[src/sv/clt_pkg.sv]
// shared constants and codes for the console line tagger
`default_nettype none

package clt_pkg;

  localparam int LINE_LENGTH_DEF = 32;
  localparam int NAME_BYTES      = 8;

  localparam int ACTION_W = 2;
  localparam int OFFSET_W = 12;
  localparam int BYTE_W   = 8;
  localparam int NAME_W   = NAME_BYTES * BYTE_W;
  localparam int NLEN_W   = 4;

  localparam logic [ACTION_W-1:0] ACT_READ  = 2'd0;
  localparam logic [ACTION_W-1:0] ACT_WRITE = 2'd1;
  localparam logic [ACTION_W-1:0] ACT_FLUSH = 2'd2;

  localparam logic [OFFSET_W-1:0] DATA_OFFSET = 12'h000;
  localparam logic [OFFSET_W-1:0] FLAG_OFFSET = 12'h018;
  localparam logic [BYTE_W-1:0]   FLAG_VALUE  = 8'h10;

  localparam logic [BYTE_W-1:0] CHAR_NL     = 8'h0a;
  localparam logic [BYTE_W-1:0] CHAR_LBRACK = 8'h5b;
  localparam logic [BYTE_W-1:0] CHAR_RBRACK = 8'h5d;
  localparam logic [BYTE_W-1:0] CHAR_SPACE  = 8'h20;

  localparam logic CFG_NAME_TEXT   = 1'b0;
  localparam logic CFG_NAME_LENGTH = 1'b1;

endpackage

`default_nettype wire

[src/sv/clt_if.sv]
// valid/ready channels for register accesses and console results
`default_nettype none

interface clt_cmd_if import clt_pkg::*; ();
  logic                valid;
  logic                ready;
  logic [ACTION_W-1:0] action;
  logic [OFFSET_W-1:0] reg_offset;
  logic [BYTE_W-1:0]   write_data;

  modport source (output valid, action, reg_offset, write_data, input ready);
  modport sink   (input valid, action, reg_offset, write_data, output ready);
endinterface

interface clt_rsp_if import clt_pkg::*; ();
  logic              valid;
  logic              ready;
  logic [BYTE_W-1:0] read_data;
  logic              char_valid;
  logic [BYTE_W-1:0] out_char;
  logic              last;

  modport source (output valid, read_data, char_valid, out_char, last, input ready);
  modport sink   (input valid, read_data, char_valid, out_char, last, output ready);
endinterface

`default_nettype wire

[src/sv/clt_ram.sv]
// generic single-write, single-read ram with registered read data
`default_nettype none

module clt_ram #(
  parameter int WIDTH = 8,
  parameter int DEPTH = 31
) (
  input  wire logic                     clk,
  input  wire logic                     wr_en,
  input  wire logic [$clog2(DEPTH)-1:0] wr_addr,
  input  wire logic [WIDTH-1:0]         wr_data,
  input  wire logic                     rd_en,
  input  wire logic [$clog2(DEPTH)-1:0] rd_addr,
  output      logic [WIDTH-1:0]         rd_data
);

  logic [WIDTH-1:0] mem [DEPTH];

  always_ff @(posedge clk) begin
    if (wr_en) begin
      mem[wr_addr] <= wr_data;
    end
    if (rd_en) begin
      rd_data <= mem[rd_addr];
    end
  end

endmodule

`default_nettype wire

[src/sv/console_line_tagger_top.sv]
// console line tagger: uart data window, line store and tagged line emitter
// results: reads, buffered writes, empty flushes and other accesses give one result,
//   registered the cycle after the item is taken; a line emit then gives one byte per
//   cycle while the output is not stalled: min(name_length, 8)+3 prefix bytes (when a
//   line starts), the stored bytes, then a newline if a newline byte triggered it
// items: a new item is taken only while idle, so none during an emit; the single
//   store read port walks the line one byte a cycle while the output is not stalled
// reset: control state, fill count and config clear, line starts; store is not cleared
`default_nettype none

module console_line_tagger_top import clt_pkg::*; #(
  parameter int LINE_LENGTH = LINE_LENGTH_DEF
) (
  input  wire logic              clk,
  input  wire logic              rst,
  input  wire logic              cfg_write,
  input  wire logic              cfg_index,
  input  wire logic [NAME_W-1:0] cfg_data,
  clt_cmd_if.sink                cmd,
  clt_rsp_if.source              rsp
);

  localparam int STORE_DEPTH = LINE_LENGTH - 1;
  localparam int FILL_W      = $clog2(LINE_LENGTH);
  localparam int ADDR_W      = $clog2(STORE_DEPTH);
  localparam int POS_W       = (FILL_W > 4) ? FILL_W : 4;

  localparam logic [2:0] S_IDLE    = 3'd0;
  localparam logic [2:0] S_PREFIX  = 3'd1;
  localparam logic [2:0] S_STORE   = 3'd2;
  localparam logic [2:0] S_NEWLINE = 3'd3;

  logic [2:0]        state, state_next;
  logic [POS_W-1:0]  pos, pos_next;
  logic [FILL_W-1:0] fill_count, fill_count_next;
  logic              line_starting, line_starting_next;
  logic [BYTE_W-1:0] held_byte;
  logic              held_nl;
  logic              held_wr;
  logic [NAME_W-1:0] name_text;
  logic [NLEN_W-1:0] name_length;

  logic              out_valid, out_valid_next;
  logic [BYTE_W-1:0] out_read_data, out_read_data_next;
  logic              out_char_valid, out_char_valid_next;
  logic [BYTE_W-1:0] out_char, out_char_next;
  logic              out_last, out_last_next;

  logic              wr_en;
  logic [ADDR_W-1:0] wr_addr;
  logic [BYTE_W-1:0] wr_data;
  logic              rd_en;
  logic [ADDR_W-1:0] rd_addr;
  logic [BYTE_W-1:0] rd_data;

  logic              slot_free;
  logic              accept;
  logic              is_data_wr;
  logic              is_nl;
  logic              store_full;
  logic              trig;
  logic              do_flush;
  logic [NLEN_W-1:0] name_len_sat;
  logic [POS_W-1:0]  prefix_end;
  logic [POS_W-1:0]  pos_m1;
  logic [BYTE_W-1:0] prefix_char;
  logic [FILL_W-1:0] fill_m1;
  logic              store_end;

  clt_ram #(
    .WIDTH (BYTE_W),
    .DEPTH (STORE_DEPTH)
  ) u_store (
    .clk     (clk),
    .wr_en   (wr_en),
    .wr_addr (wr_addr),
    .wr_data (wr_data),
    .rd_en   (rd_en),
    .rd_addr (rd_addr),
    .rd_data (rd_data)
  );

  assign slot_free = !out_valid || rsp.ready;
  assign cmd.ready = (state == S_IDLE) && slot_free;
  assign accept    = cmd.valid && cmd.ready;

  assign is_data_wr = (cmd.action == ACT_WRITE) && (cmd.reg_offset == DATA_OFFSET);
  assign is_nl      = (cmd.write_data == CHAR_NL);
  assign store_full = (fill_count == FILL_W'(STORE_DEPTH));
  assign trig       = is_data_wr && (is_nl || store_full);
  assign do_flush   = (cmd.action == ACT_FLUSH) && (fill_count != '0);

  assign name_len_sat = (name_length > NLEN_W'(NAME_BYTES)) ? NLEN_W'(NAME_BYTES)
                                                            : name_length;
  // prefix positions: bracket, name bytes, bracket, space
  assign prefix_end = POS_W'(name_len_sat) + POS_W'(2);
  assign pos_m1     = pos - POS_W'(1);

  always_comb begin
    if (pos == '0) begin
      prefix_char = CHAR_LBRACK;
    end else if (pos == prefix_end) begin
      prefix_char = CHAR_SPACE;
    end else if (pos == prefix_end - POS_W'(1)) begin
      prefix_char = CHAR_RBRACK;
    end else begin
      prefix_char = name_text[{pos_m1[2:0], 3'b000} +: BYTE_W];
    end
  end

  assign fill_m1   = fill_count - FILL_W'(1);
  assign store_end = (pos == POS_W'(fill_m1));

  always_comb begin
    state_next          = state;
    pos_next            = pos;
    fill_count_next     = fill_count;
    line_starting_next  = line_starting;
    out_valid_next      = rsp.ready ? 1'b0 : out_valid;
    out_read_data_next  = out_read_data;
    out_char_valid_next = out_char_valid;
    out_char_next       = out_char;
    out_last_next       = out_last;
    wr_en               = 1'b0;
    wr_addr             = fill_count[ADDR_W-1:0];
    wr_data             = cmd.write_data;
    rd_en               = 1'b0;
    rd_addr             = '0;

    case (state)
      S_IDLE: begin
        if (accept) begin
          pos_next = '0;
          if (trig || do_flush) begin
            if (line_starting) begin
              state_next = S_PREFIX;
            end else if (fill_count != '0) begin
              rd_en      = 1'b1;
              state_next = S_STORE;
            end else begin
              state_next = S_NEWLINE;
            end
          end else begin
            // single result carrying no console byte
            out_valid_next      = 1'b1;
            out_read_data_next  = ((cmd.action == ACT_READ) &&
                                   (cmd.reg_offset == FLAG_OFFSET)) ? FLAG_VALUE : '0;
            out_char_valid_next = 1'b0;
            out_char_next       = '0;
            out_last_next       = 1'b1;
            if (is_data_wr) begin
              wr_en           = 1'b1;
              fill_count_next = fill_count + FILL_W'(1);
            end
          end
        end
      end
      S_PREFIX: begin
        if (slot_free) begin
          out_valid_next      = 1'b1;
          out_read_data_next  = '0;
          out_char_valid_next = 1'b1;
          out_char_next       = prefix_char;
          out_last_next       = 1'b0;
          pos_next            = pos + POS_W'(1);
          if (pos == prefix_end) begin
            line_starting_next = 1'b0;
            pos_next           = '0;
            if (fill_count != '0) begin
              rd_en      = 1'b1;
              state_next = S_STORE;
            end else begin
              state_next = S_NEWLINE;
            end
          end
        end
      end
      S_STORE: begin
        if (slot_free) begin
          out_valid_next      = 1'b1;
          out_read_data_next  = '0;
          out_char_valid_next = 1'b1;
          out_char_next       = rd_data;
          out_last_next       = store_end && !held_nl;
          if (!store_end) begin
            rd_en    = 1'b1;
            pos_next = pos + POS_W'(1);
            rd_addr  = ADDR_W'(pos + POS_W'(1));
          end else if (held_nl) begin
            fill_count_next = '0;
            state_next      = S_NEWLINE;
          end else if (held_wr) begin
            // overflow: the triggering byte opens the next line
            wr_en           = 1'b1;
            wr_addr         = '0;
            wr_data         = held_byte;
            fill_count_next = FILL_W'(1);
            state_next      = S_IDLE;
          end else begin
            fill_count_next = '0;
            state_next      = S_IDLE;
          end
        end
      end
      S_NEWLINE: begin
        if (slot_free) begin
          out_valid_next      = 1'b1;
          out_read_data_next  = '0;
          out_char_valid_next = 1'b1;
          out_char_next       = CHAR_NL;
          out_last_next       = 1'b1;
          line_starting_next  = 1'b1;
          fill_count_next     = '0;
          state_next          = S_IDLE;
        end
      end
      default: begin
        state_next = S_IDLE;
      end
    endcase
  end

  always_ff @(posedge clk) begin
    if (rst) begin
      state         <= S_IDLE;
      pos           <= '0;
      fill_count    <= '0;
      line_starting <= 1'b1;
      name_text     <= '0;
      name_length   <= '0;
      out_valid     <= 1'b0;
    end else begin
      state         <= state_next;
      pos           <= pos_next;
      fill_count    <= fill_count_next;
      line_starting <= line_starting_next;
      out_valid     <= out_valid_next;
      if (cfg_write) begin
        case (cfg_index)
          CFG_NAME_TEXT:   name_text   <= cfg_data;
          CFG_NAME_LENGTH: name_length <= cfg_data[NLEN_W-1:0];
          default: ;
        endcase
      end
    end
  end

  always_ff @(posedge clk) begin
    out_read_data  <= out_read_data_next;
    out_char_valid <= out_char_valid_next;
    out_char       <= out_char_next;
    out_last       <= out_last_next;
    if (accept) begin
      held_byte <= cmd.write_data;
      held_nl   <= is_data_wr && is_nl;
      held_wr   <= is_data_wr;
    end
  end

  assign rsp.valid      = out_valid;
  assign rsp.read_data  = out_read_data;
  assign rsp.char_valid = out_char_valid;
  assign rsp.out_char   = out_char;
  assign rsp.last       = out_last;

  a_fill_bound: assert property (@(posedge clk) disable iff (rst)
    fill_count <= FILL_W'(STORE_DEPTH))
    else $error("fill count beyond store depth");

  a_idle_last: assert property (@(posedge clk) disable iff (rst)
    (state == S_IDLE) && out_valid |-> out_last)
    else $error("sequencer idle with a non-final result pending");

  a_no_char_last: assert property (@(posedge clk) disable iff (rst)
    out_valid && !out_char_valid |-> out_last && (out_char == '0))
    else $error("result without console byte is not a lone final result");

  a_prefix_clear: assert property (@(posedge clk) disable iff (rst)
    $fell(line_starting) |-> $past(state) == S_PREFIX)
    else $error("line start cleared outside the prefix");

endmodule

`default_nettype wire

[src/flat_wrapper.sv]
// flat-port wrapper written by rule: the top's interface ports become plain ports
module console_line_tagger_top_flat import clt_pkg::*;
#(
  parameter int LINE_LENGTH = LINE_LENGTH_DEF
)
  (clk, rst, cfg_write, cfg_index, cfg_data, cmd_valid, cmd_action, cmd_reg_offset, cmd_write_data, cmd_ready, rsp_valid, rsp_read_data, rsp_char_valid, rsp_out_char, rsp_last, rsp_ready);
  clt_cmd_if cmd_i ();
  clt_rsp_if rsp_i ();
  input  wire logic clk;
  input  wire logic rst;
  input  wire logic cfg_write;
  input  wire logic cfg_index;
  input  wire logic [NAME_W-1:0] cfg_data;
  input wire logic [$bits(cmd_i.valid)-1:0] cmd_valid;
  input wire logic [$bits(cmd_i.action)-1:0] cmd_action;
  input wire logic [$bits(cmd_i.reg_offset)-1:0] cmd_reg_offset;
  input wire logic [$bits(cmd_i.write_data)-1:0] cmd_write_data;
  output wire logic [$bits(cmd_i.ready)-1:0] cmd_ready;
  output wire logic [$bits(rsp_i.valid)-1:0] rsp_valid;
  output wire logic [$bits(rsp_i.read_data)-1:0] rsp_read_data;
  output wire logic [$bits(rsp_i.char_valid)-1:0] rsp_char_valid;
  output wire logic [$bits(rsp_i.out_char)-1:0] rsp_out_char;
  output wire logic [$bits(rsp_i.last)-1:0] rsp_last;
  input wire logic [$bits(rsp_i.ready)-1:0] rsp_ready;
  assign cmd_i.valid = cmd_valid;
  assign cmd_i.action = cmd_action;
  assign cmd_i.reg_offset = cmd_reg_offset;
  assign cmd_i.write_data = cmd_write_data;
  assign cmd_ready = cmd_i.ready;
  assign rsp_valid = rsp_i.valid;
  assign rsp_read_data = rsp_i.read_data;
  assign rsp_char_valid = rsp_i.char_valid;
  assign rsp_out_char = rsp_i.out_char;
  assign rsp_last = rsp_i.last;
  assign rsp_i.ready = rsp_ready;
  console_line_tagger_top #(.LINE_LENGTH(LINE_LENGTH)) u_core (.clk(clk), .rst(rst), .cfg_write(cfg_write), .cfg_index(cfg_index), .cfg_data(cfg_data), .cmd(cmd_i), .rsp(rsp_i));
endmodule
[config.mk]
export PLATFORM = sky130hd
export DESIGN_NAME = console_line_tagger_top_flat
export DESIGN_NICKNAME = d
export VERILOG_FILES = /design/src/sv/clt_pkg.sv /design/src/sv/clt_if.sv /design/src/sv/clt_ram.sv /design/src/sv/console_line_tagger_top.sv /design/src/flat_wrapper.sv
export SDC_FILE = /design/constraint.sdc
export NUM_CORES = 1
export LEC_CHECK = 0
export BUFFER_PORTS_ARGS = -buffer_cell sky130_fd_sc_hd__buf_2
export CAP_MARGIN = 10
export CORE_MARGIN = 10
export CORE_UTILIZATION = 55
export CTS_BUF_LIST = sky130_fd_sc_hd__clkbuf_16
export DETAILED_ROUTE_END_ITERATION = 6
export PLACE_DENSITY = 0.7
export SLEW_MARGIN = 20
export SYNTH_ARGS = -nofsm -noshare
export SYNTH_HDL_FRONTEND = slang
export SYNTH_SLANG_ARGS = --single-unit
[constraint.sdc]
create_clock -name clk -period 7.1 [get_ports clk]
set_clock_uncertainty 0.15 [all_clocks]
set_input_delay 0.355 -clock clk [delete_from_list [all_inputs] [get_ports clk]]
set_output_delay 0.355 -clock clk [all_outputs]
set_load 0.02 [all_outputs]
==> results by group, run 1 <==
Cells and area
  • Fill count: 2,050
  • Final net count: 1,558
  • Fin area: 18,300 um^2
  • Commonest non-fill, non-tap cell in the layout: edfxtp_1
  • Commonest non-fill, non-tap cells in the layout: edfxtp_1, nand2_1, buf_2
  • Fraction of layout cells with a size suffix above 1: 15.8%
  • Area grow syn2layout: 17.6%

CTS
  • Clock buffer count from CTS: 38
  • CTS tree: done
  • Clock sinks: 359
  • H-tree levels: 2
  • Clock-pin slew on the worst setup and hold paths: 60 ps
  • Max clock buf depth: 3
  • Clock Latency Late Sink: 540 ps
  • Root Driver: clkbuf_16
  • Setup Buffers After CTS: 0

Routing
  • Iter 0 DRT Violations: 1,165
  • Routed len/inst: 23.0 um
  • Via density: 6.11
  • Vias post-DR: 11,400
  • First-pass DRT Iterations: 5
  • DRC: 0
  • Post-DRT Antenna Nets: 0
  • Post-Route WL: 42.7 mm

Critical path
  • CP max FO: 25
  • Req. time, crit path: 7210 ps
  • Worst reg2reg path depth: 8
  • Worst r2r src: u_core.pos[1]$_SDFFE_PP0P_
  • CP dominant cell by count: nand2_1
  • Top delay family on crit path: simple AND/OR/NAND/NOR gates
  • R2r setup slk: 2410 ps
  • CP Class: flip-flop to flip-flop
  • Reg-to-reg critical path endpoint: u_core.u_store.rd_data[5]$_DFFE_PP_
  • CP peak stage delay: 750 ps
  • CP bufs+invs: 0
  • CP cell instances: ha_1 > xor2_2 > nand2_1 > nor2_1 > nand2_1 > nor3_1 > a221o_1 > nor4_1
  • Crit path DAT: 4800 ps
  • Slowest library cell on the worst path: nor3_1
  • Crit end category: flip-flop
  • Crit path launch type: flip-flop

STA
  • Setup TNS: 0 ps
  • Final hold violations: 0
  • PnR worst setup slack: 2410 ps
  • Final period util: 66.1%
  • Worst Tran Pin Value: 1110 ps
  • WHS: 37.4 ps
  • F_max: 213 MHz
  • Final Max Tran Viols: 0
  • Slew margin rel.: 25.6%
  • # setup viols final: 0
  • RSZ-0062 raised after global routing: no
  • Final Critical Period: 4690 ps

Floorplanning
  • Chip width: 188 um
  • Die area: 35,400 um^2
  • Core area: 27,900 um^2
  • Chip height: 188 um
  • Starting Density: 55.8%
  • Std cell rows: 61
  • Ports: 112

Synthesis
  • Syn Inst Count: 1,304
  • Dominant synthesized flop cell: edfxtp_1
  • Synth warnings: 0
  • Post-synth EDFFs: 277
  • Sequential area share after synthesis: 64.0%
  • Yosys top cell by area: edfxtp_1
  • Seq cells post-synth: 359
  • Syn Area/Cell: 11.9 um^2
  • Synth top area cells: edfxtp_1, dfxtp_1, nand2_1, a21oi_1, mux4_2
  • Mapped cell area: 15,600 um^2
  • Asr flop ratio synth: 0%
  • Synth cell types: 74
  • Post-synth top area share: 53.5%

Min path
  • Hold Crit Class: primary input to flip-flop
  • Hold_sp: cmd_reg_offset[3]
  • Worst hold endpoint: u_core.rsp.read_data[4]$_SDFFCE_PN0P_
  • Hold path depth: 3

Global routing
  • Tot GR Track Use: 23.5%
  • Pin count of the biggest net entering global routing: 81
  • Vias in the first global route: 11,000
  • GR Overflow Total: 0
  • Initial antenna violation count: 2
  • First-pass GRT wire length: 65.4 mm

Power
  • Max IR drop VDD: 0.000226 V
  • Power Density: 246 nW/um^2
  • P_leak: 6.32 nW

Placement
  • Placed inst area: 16,300 um^2
  • Detail Placement HPWL: 26.6 mm
  • PortBufs: 104
  • Routability cong.: 0.881
  • Pre-CTS setup slack: 2560 ps

Run status
  • Status: complete, no violations

Job
  • Max cap viols: 0
sequential cells by signal (all words and copies together) (netlist names), 2 cells and up:
register	cells
u_core.u_store.mem	248
u_core.name_text	64
u_core.u_store.rd_data	8
u_core.state	2
u_core.rsp.out_char	8
u_core.fill_count	5
u_core.pos	5
u_core.name_length	4
u_core.held_byte	8
worst max-delay path by stage:
stage / startpoint / to / cells after the start
floorplan: u_core.fill_count[0]$_SDFFE_PP0P_ / u_core.u_store.mem[29][0]$_DFFE_PP_ / 10
global placement: u_core.fill_count[0]$_SDFFE_PP0P_ / u_core.u_store.mem[30][3]$_DFFE_PP_ / 11
detailed placement: u_core.fill_count[0]$_SDFFE_PP0P_ / u_core.u_store.mem[30][3]$_DFFE_PP_ / 11
CTS: u_core.fill_count[0]$_SDFFE_PP0P_ / u_core.u_store.mem[30][3]$_DFFE_PP_ / 11
global route: u_core.pos[1]$_SDFFE_PP0P_ / u_core.u_store.rd_data[5]$_DFFE_PP_ / 8
finish: u_core.pos[1]$_SDFFE_PP0P_ / u_core.u_store.rd_data[5]$_DFFE_PP_ / 8
per-stage QoR:
step | cells | utilization, % | total power, mW
4_1_cts | 1859 | 65.6 | 4.51
3_5_place_dp | 1717 | 58.6 | 2.58
6_report | 1861 | 65.7 | 4.50
2_1_floorplan | 1310 | - | 2.49
5_1_grt | 1861 | 65.7 | 4.62
3_3_place_gp | 1717 | 58.6 | 2.58
cell usage after synthesis (14+ instances only):
| master | count |
|---|---|
| edfxtp_1 | 277 |
| nand2_1 | 217 |
| a21oi_1 | 95 |
| dfxtp_1 | 82 |
| nor2_1 | 82 |
| clkbuf_1 | 62 |
| nand3_1 | 61 |
| o21ai_0 | 43 |
| mux2i_1 | 27 |
| a31oi_1 | 22 |
| nor3_1 | 21 |
| mux2_2 | 16 |
| mux4_2 | 16 |
| and3_1 | 15 |
| inv_1 | 15 |
| a211oi_1 | 14 |
| nor4_1 | 14 |
worst register-to-register path: cells and delay by family, from the launching register on:
kind            cells  cell delay (ps)
simple gates        5             2690
fa+ha+maj           1              320
compound gates      1              310
flops               1              480
xor+xnor            1              470
power by group:
part	leakage [nW]	switching, mW	internal (mW)
registers	3.17	0.0167	2.29
clock network	0.616	0.813	1.11
logic	2.53	0.168	0.101
metal layers:
metal	up-vias	global-route usage, %	share of wire, %
met5	-	0	0
met4	0	7.78	3.0
met3	93	4.19	9.0
met2	598	38.1	48
met1	5490	31.4	40
li1	5184	-	-
area by class of cell:
cell class                 count  area, um^2  area share [%]
sequential                   359        9960            54.4
antenna                        2        5.00          0.0274
clock buffer                  39         976            5.33
tap                          378         473            2.59
inverter                      16        60.1           0.328
clock inverter                29         233            1.27
multi-input combinational    844        5210            28.5
timing repair buffer         194        1380            7.55
logic make-up after synthesis:
| kind of cell | synth area share [%] |
|---|---|
| AOI/OAI and AO/OA | 11.8 |
| and+or+nand+nor | 13.8 |
| xor gates and xnor gates | 1.17 |
| adders and majority gates | 1.05 |
| DFF | 64.0 |
| muxes | 5.21 |
| buffers and inverters | 2.93 |
| other | 0.0241 |
timing repair:
item	4_1_cts	5_1_grt
gates resized for setup	0	0
hold buffers	74	0
endpoints found under the hold margin	75	0
(Power assumes the default switching activity.)
==> inputs of run 2 (changes only) <==
--- a/config.mk
+++ b/config.mk
@@ -5,13 +5,14 @@
 export SDC_FILE = /design/constraint.sdc
 export NUM_CORES = 1
 export LEC_CHECK = 0
+export ABC_AREA = 1
 export BUFFER_PORTS_ARGS = -buffer_cell sky130_fd_sc_hd__buf_2
 export CAP_MARGIN = 10
 export CORE_MARGIN = 10
 export CORE_UTILIZATION = 55
 export CTS_BUF_LIST = sky130_fd_sc_hd__clkbuf_16
 export DETAILED_ROUTE_END_ITERATION = 6
-export PLACE_DENSITY = 0.7
+export PLACE_DENSITY = 0.72
 export SLEW_MARGIN = 20
 export SYNTH_ARGS = -nofsm -noshare
 export SYNTH_HDL_FRONTEND = slang
==> constraint.sdc (replaced) <==
create_clock -name clk -period 3.8 [get_ports clk]
set_clock_uncertainty 0.15 [all_clocks]
set_input_delay 0.19 -clock clk [delete_from_list [all_inputs] [get_ports clk]]
set_output_delay 0.19 -clock clk [all_outputs]
set_load 0.02 [all_outputs]
==> results by group, run 2 <==
Synthesis
  • Top post-synthesis cells by count: nand2_1, edfxtp_1, nand3_1
  • Area share of xor/xnor cells in the synthesized design: 0.677% (-0.50 points)
  • Synth Area in Simple Gates: 24.8% (+11 points)
  • Synth Area in Compound Gates: 5.21% (-6.6 points)
  • Mux contribution to synthesized area: 0.0595% (-5.2 points)
  • Syn Inst Count: 1,837 (+41%)
  • Sequential area share after synthesis: 59.2% (-4.8 points)
  • Most frequent cell after synthesis: nand2_1
  • Syn Area/Cell: 9.15 um^2 (-23%)
  • Synth Area in Adders: 0.967% (-0.078 points)
  • Mapped cell area: 16,800 um^2 (+8.1%)
  • Largest family of logic cells by synthesized area: simple AND/OR/NAND/NOR gates
  • Synth warnings: 0 (unchanged)
  • Post-synth top area share: 49.5% (-4.0 points)
  • Dominant synthesized flop cell: edfxtp_1
  • Post-synth EDFFs: 277 (unchanged)
  • Asr flop ratio synth: 0% (unchanged)
  • Yosys top cell by area: edfxtp_1
  • Synth top area cells: edfxtp_1, dfxtp_1, nand3_1, nand2_1, inv_1
  • Seq cells post-synth: 359 (unchanged)
  • Synth cell types: 46 (-38%)

Placement
  • Pre-CTS setup slack: 422 ps (-2140 ps)
  • Placed insts: 2,268 (+32%)
  • Routability cong.: 0.925 (+5.1%)
  • Detail Placement HPWL: 29.1 mm (+9.3%)
  • PortBufs: 104 (unchanged)

Power
  • Logic pwr share: 21.1% (+15 points)
  • P_int: 7.17 mW (+100%)
  • Switch Pwr: 3.11 mW (+210%)
  • Max IR drop VDD: 0.000490 V (+120%)
  • Sw Ratio: 30.2% (+8.1 points)
  • Seq pwr share: 44.0% (-7.3 points)
  • Clock power share: 34.9% (-7.8 points)
  • Power Density: 518 nW/um^2 (+110%)
  • P_leak: 8.45 nW (+34%)
  • Total power draw: 10.3 mW (+130%)

STA
  • Slew margin rel.: 22.0% (-3.6 points)
  • Final hold violations: 0 (unchanged)
  • PnR worst setup slack: 325 ps (-2080 ps)
  • F_max: 288 MHz (+35%)
  • WHS: 128 ps (+90.3 ps)
  • RSZ-0062 raised after global routing: no
  • Final Max Tran Viols: 0 (unchanged)
  • Final Critical Period: 3480 ps (-1220 ps)
  • Worst Tran Pin Value: 1170 ps (+57.5 ps)
  • # setup viols final: 0 (unchanged)
  • Final period util: 91.5% (+25 points)
  • Setup TNS: 0 ps (unchanged)

Routing
  • WL met1: 18.9 mm (+11%)
  • Vias post-DR: 14,000 (+23%)
  • Routed len/inst: 19.8 um (-14%)
  • Iter 0 DRT Violations: 1,583 (+36%)
  • Top sig layer: met4
  • Post-Route WL: 48.2 mm (+13%)
  • First-pass DRT Iterations: 7 (+2)
  • Via density: 5.77 (-5.5%)
  • Met2 WL: 23.2 mm (+13%)
  • DR WL met3: 4.06 mm (+5.6%)
  • Post-DRT Antenna Nets: 0 (unchanged)
  • DRC: 17 (+17)

Critical path
  • R2r setup slk: 320 ps (-2080 ps)
  • Reg-to-reg critical path endpoint: u_core.u_store.mem[22][5]$_DFFE_PP_
  • Crit end category: flip-flop
  • CP Class: flip-flop to flip-flop
  • Crit path DAT: 3490 ps (-1310 ps)
  • Req. time, crit path: 3810 ps (-3400 ps)
  • Worst reg2reg path depth: 14 (+6)
  • Crit path launch type: flip-flop
  • Worst r2r src: u_core.fill_count[0]$_SDFFE_PP0P_
  • CP max FO: 8 (-68%)

Min path
  • Hold_sp: rsp_ready
  • Hold path depth: 3 (unchanged)
  • Worst hold endpoint: u_core.rsp.char_valid$_DFFE_PP_
  • Hold Crit Class: primary input to flip-flop

CTS
  • Hold buffer count at CTS: 89 (+20%)
  • Post-CTS Resized: 0 (unchanged)
  • Clock Latency Late Sink: 540 ps (about the same)
  • Clock buffer count from CTS: 38 (unchanged)
  • Clock-pin slew on the worst setup and hold paths: 60 ps (about the same)
  • Root Driver: clkbuf_16
  • Max clock buf depth: 3 (unchanged)
  • Setup Buffers After CTS: 0 (unchanged)
  • H-tree levels: 2 (unchanged)
  • Clock sinks: 359 (unchanged)
  • CTS tree: done

Cells and area
  • Commonest non-fill, non-tap cells in the layout: nand2_1, edfxtp_1, inv_1, nand3_1, nor2_1
  • Fill count: 2,346 (+14%)
  • Max FFs per register: 248 (unchanged)
  • Top reg by flops: u_core.u_store.mem
  • Biggest regs: u_core.u_store.mem: 248 flops, u_core.name_text: 64 flops
  • Area grow syn2layout: 18.0%
  • Non-filler cells, final: 2,428 (+30%)
  • Fraction of layout cells with a size suffix above 1: 11.4% (-4.4 points)
  • Final net count: 2,112 (+36%)
  • Commonest non-fill, non-tap cell in the layout: nand2_1

Run status
  • Status: finished with violations
  • Failing checks: design-rule violations

Floorplanning
  • Ports: 112 (unchanged)
  • Chip width: 195 um (+3.5%)
  • Starting Density: 56.3% (+0.43 points)
  • Core area: 29,900 um^2 (+7.2%)
  • Die area: 38,000 um^2 (+7.2%)
  • Chip height: 195 um (+3.5%)
  • Std cell rows: 63 (+3.3%)

Global routing
  • GR Overflow Total: 0 (unchanged)
  • Pin count of the biggest net entering global routing: 81 (unchanged)
  • Initial antenna violation count: 2 (unchanged)
  • Tot GR Track Use: 24.3% (+0.77 points)
  • Vias in the first global route: 13,500 (+22%)
  • First-pass GRT wire length: 74.9 mm (+15%)

Job
  • Max cap viols: 0 (unchanged)
==> run 2: cell types whose count changed in the layout (fill, tap and decap cells not counted), sizes merged, moves of 17 or more <==
cell and delta:
inv +241, nand3 +199, nand4 +127, nor2 +100, nand2 +98, o21ai +49
a21oi -48, buf +35, mux2i -26, nor3 -19, a31oi -17
==> run 2: logic make-up after synthesis <==
group	count (synthesis)
compound gates	162
xor+xnor	13
fa+ha+maj	13
buf+inv	378
flops	359
mux	1
other cells	1
simple gates	910
==> run 2: per-layer routing <==
layer / up-vias / track usage (%)
met3: 142 / 3.96
li1: 6538 / -
met2: 749 / 40.2
met5: - / 0
met4: 0 / 10.2
met1: 6580 / 31.0
==> run 2: worst max path at each step <==
stage | endpoint | start | slack (ps)
6_report | u_core.u_store.mem[22][5]$_DFFE_PP_ | u_core.fill_count[0]$_SDFFE_PP0P_ | 320
5_1_grt | u_core.u_store.mem[26][6]$_DFFE_PP_ | u_core.fill_count[0]$_SDFFE_PP0P_ | 130
4_1_cts | u_core.u_store.mem[18][4]$_DFFE_PP_ | u_core.fill_count[0]$_SDFFE_PP0P_ | 410
3_5_place_dp | u_core.u_store.mem[12][7]$_DFFE_PP_ | u_core.fill_count[0]$_SDFFE_PP0P_ | 420
3_3_place_gp | u_core.u_store.mem[11][1]$_DFFE_PP_ | u_core.fill_count[0]$_SDFFE_PP0P_ | 550
2_1_floorplan | u_core.u_store.mem[10][0]$_DFFE_PP_ | u_core.state[0]$_SDFFE_PP0P_ | 820
==> run 2: cell type report <==
class / instances / area (um^2) / share of cell area (%)
sequential: 359 / 9960 / 50.2
multi-input combinational: 1106 / 5380 / 27.1
timing repair buffer: 244 / 1820 / 9.17
clock buffer: 39 / 976 / 4.92
inverter: 258 / 971 / 4.90
tap: 390 / 488 / 2.46
clock inverter: 30 / 239 / 1.20
antenna: 2 / 5.00 / 0.0252
==> run 2: power by group through the flow <==
stage | combinational, mW | clock (mW) | sequential (mW)
CTS | 2.14 | 3.63 | 4.52
floorplan | 1.34 | 0 | 4.65
global placement | 2.04 | 0 | 4.59
detailed placement | 2.06 | 0 | 4.60
global route | 2.38 | 3.79 | 4.53
finish | 2.17 | 3.58 | 4.52
==> run 2: metrics by stage <==
step | util [%] | instance area [um^2]
after detailed placement | 59.3 | 17700
final | 66.4 | 19800
after floorplan | - | 16800
after CTS | 66.4 | 19800
after global placement | 59.3 | 17700
after global routing | 66.4 | 19800
==> run 2: critical path, cell delays in order (launching register included) <==
cell and delay (ps):
dfxtp_1 460, inv_1 120, ha_1 280, inv_1 90, nand2_1 60, nand3_1 100, nand2_1 60, nor2_2 150
nand3_4 150, nor3_2 210, inv_2 110, o21ai_2 110, nand4_1 260, buf_4 240, nor2_1 550
==> inputs of run 3 (changes only) <==
--- a/config.mk
+++ b/config.mk
@@ -5,14 +5,13 @@
 export SDC_FILE = /design/constraint.sdc
 export NUM_CORES = 1
 export LEC_CHECK = 0
-export ABC_AREA = 1
 export BUFFER_PORTS_ARGS = -buffer_cell sky130_fd_sc_hd__buf_2
 export CAP_MARGIN = 10
 export CORE_MARGIN = 10
-export CORE_UTILIZATION = 55
+export CORE_UTILIZATION = 54
 export CTS_BUF_LIST = sky130_fd_sc_hd__clkbuf_16
 export DETAILED_ROUTE_END_ITERATION = 6
-export PLACE_DENSITY = 0.72
+export PLACE_DENSITY = 0.71
 export SLEW_MARGIN = 20
 export SYNTH_ARGS = -nofsm -noshare
 export SYNTH_HDL_FRONTEND = slang
==> constraint.sdc (replaced) <==
create_clock -name clk -period 3 [get_ports clk]
set_clock_uncertainty 0.15 [all_clocks]
set_input_delay 0.15 -clock clk [delete_from_list [all_inputs] [get_ports clk]]
set_output_delay 0.15 -clock clk [all_outputs]
set_load 0.02 [all_outputs]
==> results by group, run 3 (synthesis results as in run 1) <==
Run status
  • Status: complete, no violations

STA
  • PnR worst setup slack: 56.6 ps (-268 ps)
  • Final Critical Period: 2940 ps (-532 ps)
  • # setup viols final: 0 (unchanged)
  • Final hold violations: 0 (unchanged)
  • Final period util: 98.1% (+6.7 points)
  • Slew margin rel.: 41.5% (+19 points)
  • F_max: 340 MHz (+18%)
  • WHS: 122 ps (-5.62 ps)
  • Worst Tran Pin Value: 865 ps (-304 ps)
  • Final Max Tran Viols: 0 (unchanged)

Job
  • Max cap viols: 0 (unchanged)

Placement
  • Routability cong.: 0.937 (+1.2%)
  • PortBufs: 104 (unchanged)
  • Detail Placement HPWL: 29.9 mm (+3.1%)
  • Pre-CTS setup slack: -107 ps (-530 ps)
  • Placed insts: 1,814 (-20%)

Critical path
  • Worst reg2reg path depth: 12 (-2)
  • Crit path launch type: flip-flop
  • Top delay family on crit path: buffers and inverters
  • CP peak stage delay: 480 ps (-70 ps)
  • Reg-to-reg critical path endpoint: u_core.u_store.mem[29][4]$_DFFE_PP_
  • Levels on crit path: 12 (-2)
  • Crit end category: flip-flop
  • R2r setup slk: 60 ps (-270 ps)
  • CP cell instances: xor2_2 > a211oi_2 > buf_4 > o311ai_4 > buf_4 > nor3_4 > nor4_4 > buf_4 > nand3_4 > buf_12 > nor3_4 > buf_12
  • Slowest library cell on the worst path: dfxtp_1
  • CP bufs+invs: 5 (+1)
  • Crit path DAT: 3030 ps (-460 ps)
  • CP Class: flip-flop to flip-flop
  • Worst r2r src: u_core.fill_count[4]$_SDFFE_PP0P_
  • Req. time, crit path: 3090 ps (-720 ps)
  • CP max FO: 8 (unchanged)
  • CP dominant cell by count: buf_4

Cells and area
  • Max FFs per register: 248 (unchanged)
  • Commonest non-fill, non-tap cell in the layout: edfxtp_1
  • Fraction of layout cells with a size suffix above 1: 25.8% (+14 points)
  • Commonest non-fill, non-tap cells in the layout: edfxtp_1, nand2_1, buf_2
  • Top reg by flops: u_core.u_store.mem
  • Final net count: 1,670 (-21%)
  • Core Util, Final: 70.2% (+3.8 points)
  • Non-filler cells, final: 1,979 (-18%)
  • Area grow syn2layout: 28.9%
  • Fill count: 1,952 (-17%)
  • Biggest regs: u_core.u_store.mem: 248 flops, u_core.name_text: 64 flops

Floorplanning
  • Ports: 112 (unchanged)
  • Chip height: 190 um (-2.6%)
  • Starting Density: 54.5% (-1.8 points)
  • Die area: 36,000 um^2 (-5.2%)
  • Chip width: 190 um (-2.6%)
  • Std cell rows: 62 (-1.6%)
  • Core area: 28,500 um^2 (-4.4%)

Global routing
  • Tot GR Track Use: 25.3% (+1.0 points)
  • First-pass GRT wire length: 70.7 mm (-5.6%)
  • GR Overflow Total: 0 (unchanged)
  • Initial antenna violation count: 1 (-1)
  • Pin count of the biggest net entering global routing: 69 (-15%)
  • Vias in the first global route: 11,900 (-12%)

Routing
  • Post-Route WL: 46.3 mm (-3.9%)
  • Via density: 6.12 (+6.0%)
  • Post-DRT Antenna Nets: 0 (unchanged)
  • Vias post-DR: 12,100 (-14%)
  • Routed len/inst: 23.4 um (+18%)
  • Iter 0 DRT Violations: 1,483 (-6.3%)
  • First-pass DRT Iterations: 5 (-2)
  • DRC: 0 (-17)

CTS
  • CTS tree: done
  • H-tree levels: 2 (unchanged)
  • Clock sinks: 359 (unchanged)
  • Max clock buf depth: 3 (unchanged)
  • Root Driver: clkbuf_16
  • Clock-pin slew on the worst setup and hold paths: 60 ps (about the same)
  • Clock Latency Late Sink: 550 ps (about the same)
  • Clock buffer count from CTS: 38 (unchanged)

Min path
  • Hold path depth: 5 (+2)
  • Hold Crit Class: primary input to flip-flop
  • Worst hold endpoint: u_core.held_wr$_DFFE_PP_
  • Hold_sp: cmd_reg_offset[7]

Power
  • Power Density: 536 nW/um^2 (+3.5%)
  • P_leak: 7.06 nW (-16%)
  • Max IR drop VDD: 0.000557 V (+14%)
-- run 3: cell types whose count changed in the layout (fill, tap and decap cells not counted), moves of 20 or more --
cell,delta
nand2_1,-101
nor2_4,+20
nor2_1,-125
nand4_1,-127
o21ai_0,-47
buf_4,+34
nand3_1,-198
buf_12,+31
mux2i_1,+26
a21oi_1,+47
inv_1,-240
-- run 3: cell type report --
type,instances,area [um^2],share of cell area (%)
Antenna cell,1,2.50,0.0125
Sequential cell,359,9970,49.7
Clock inverter,30,231,1.15
Timing Repair Buffer,306,2680,13.3
Inverter,16,60.1,0.300
Multi-Input combinational cell,844,5660,28.2
Tap cell,384,480,2.40
Clock buffer,39,976,4.87
-- run 3: what timing repair did --
action / CTS / global route
endpoints found under the hold margin: 92 / 0
gates resized for setup: 16 / 35
setup buffers: 3 / 10
pin swaps: 7 / 19
setup endpoints to repair: 7 / 460
gates cloned: 1 / 0
hold buffers: 81 / 0
-- run 3: how the worst max path moves through the flow --
stage	endpoint	startpoint	slack [ps]
after floorplan	u_core.u_store.mem[15][0]$_DFFE_PP_	u_core.fill_count[0]$_SDFFE_PP0P_	-40
after global placement	u_core.u_store.rd_data[5]$_DFFE_PP_	u_core.fill_count[0]$_SDFFE_PP0P_	10
after detailed placement	u_core.u_store.rd_data[5]$_DFFE_PP_	u_core.fill_count[0]$_SDFFE_PP0P_	-110
after CTS	u_core.u_store.mem[7][3]$_DFFE_PP_	u_core.fill_count[1]$_SDFFE_PP0P_	10
after global routing	u_core.u_store.mem[4][2]$_DFFE_PP_	u_core.fill_count[4]$_SDFFE_PP0P_	-60
final	u_core.u_store.mem[29][4]$_DFFE_PP_	u_core.fill_count[4]$_SDFFE_PP0P_	60
-- run 3: power by group --
part           switching, mW  internal (mW)
clock                   1.93           2.62
sequential            0.0411           5.43
combinational          0.437          0.301
total                   2.40           8.35
-- run 3: worst register-to-register path, stage by stage, from the launching register on --
cell and delay (ps):
dfxtp_1 480, xor2_2 330, a211oi_2 110, buf_4 170
o311ai_4 80, buf_4 170, nor3_4 60, nor4_4 220
buf_4 180, nand3_4 80, buf_12 170, nor3_4 300
buf_12 170
-- run 3: metrics by stage --
stage	power, mW	cell area, um^2	setup TNS, ps
5_1_grt	11.1	20100	-1110
3_3_place_gp	6.18	17600	0
4_1_cts	10.8	19800	0
2_1_floorplan	5.91	15900	-2550
3_5_place_dp	6.20	17600	-269
6_report	10.8	20100	0
-- run 3: per-layer routing --
metal	routed length, um	part of all wire [%]	global-route usage [%]	vias to the layer above
li1	-	-	-	5409
met1	18300	39	32.9	5881
met2	22100	48	41.3	685
met3	4050	8.8	4.80	133
met4	1920	4.2	9.52	0
met5	0	0	0	-
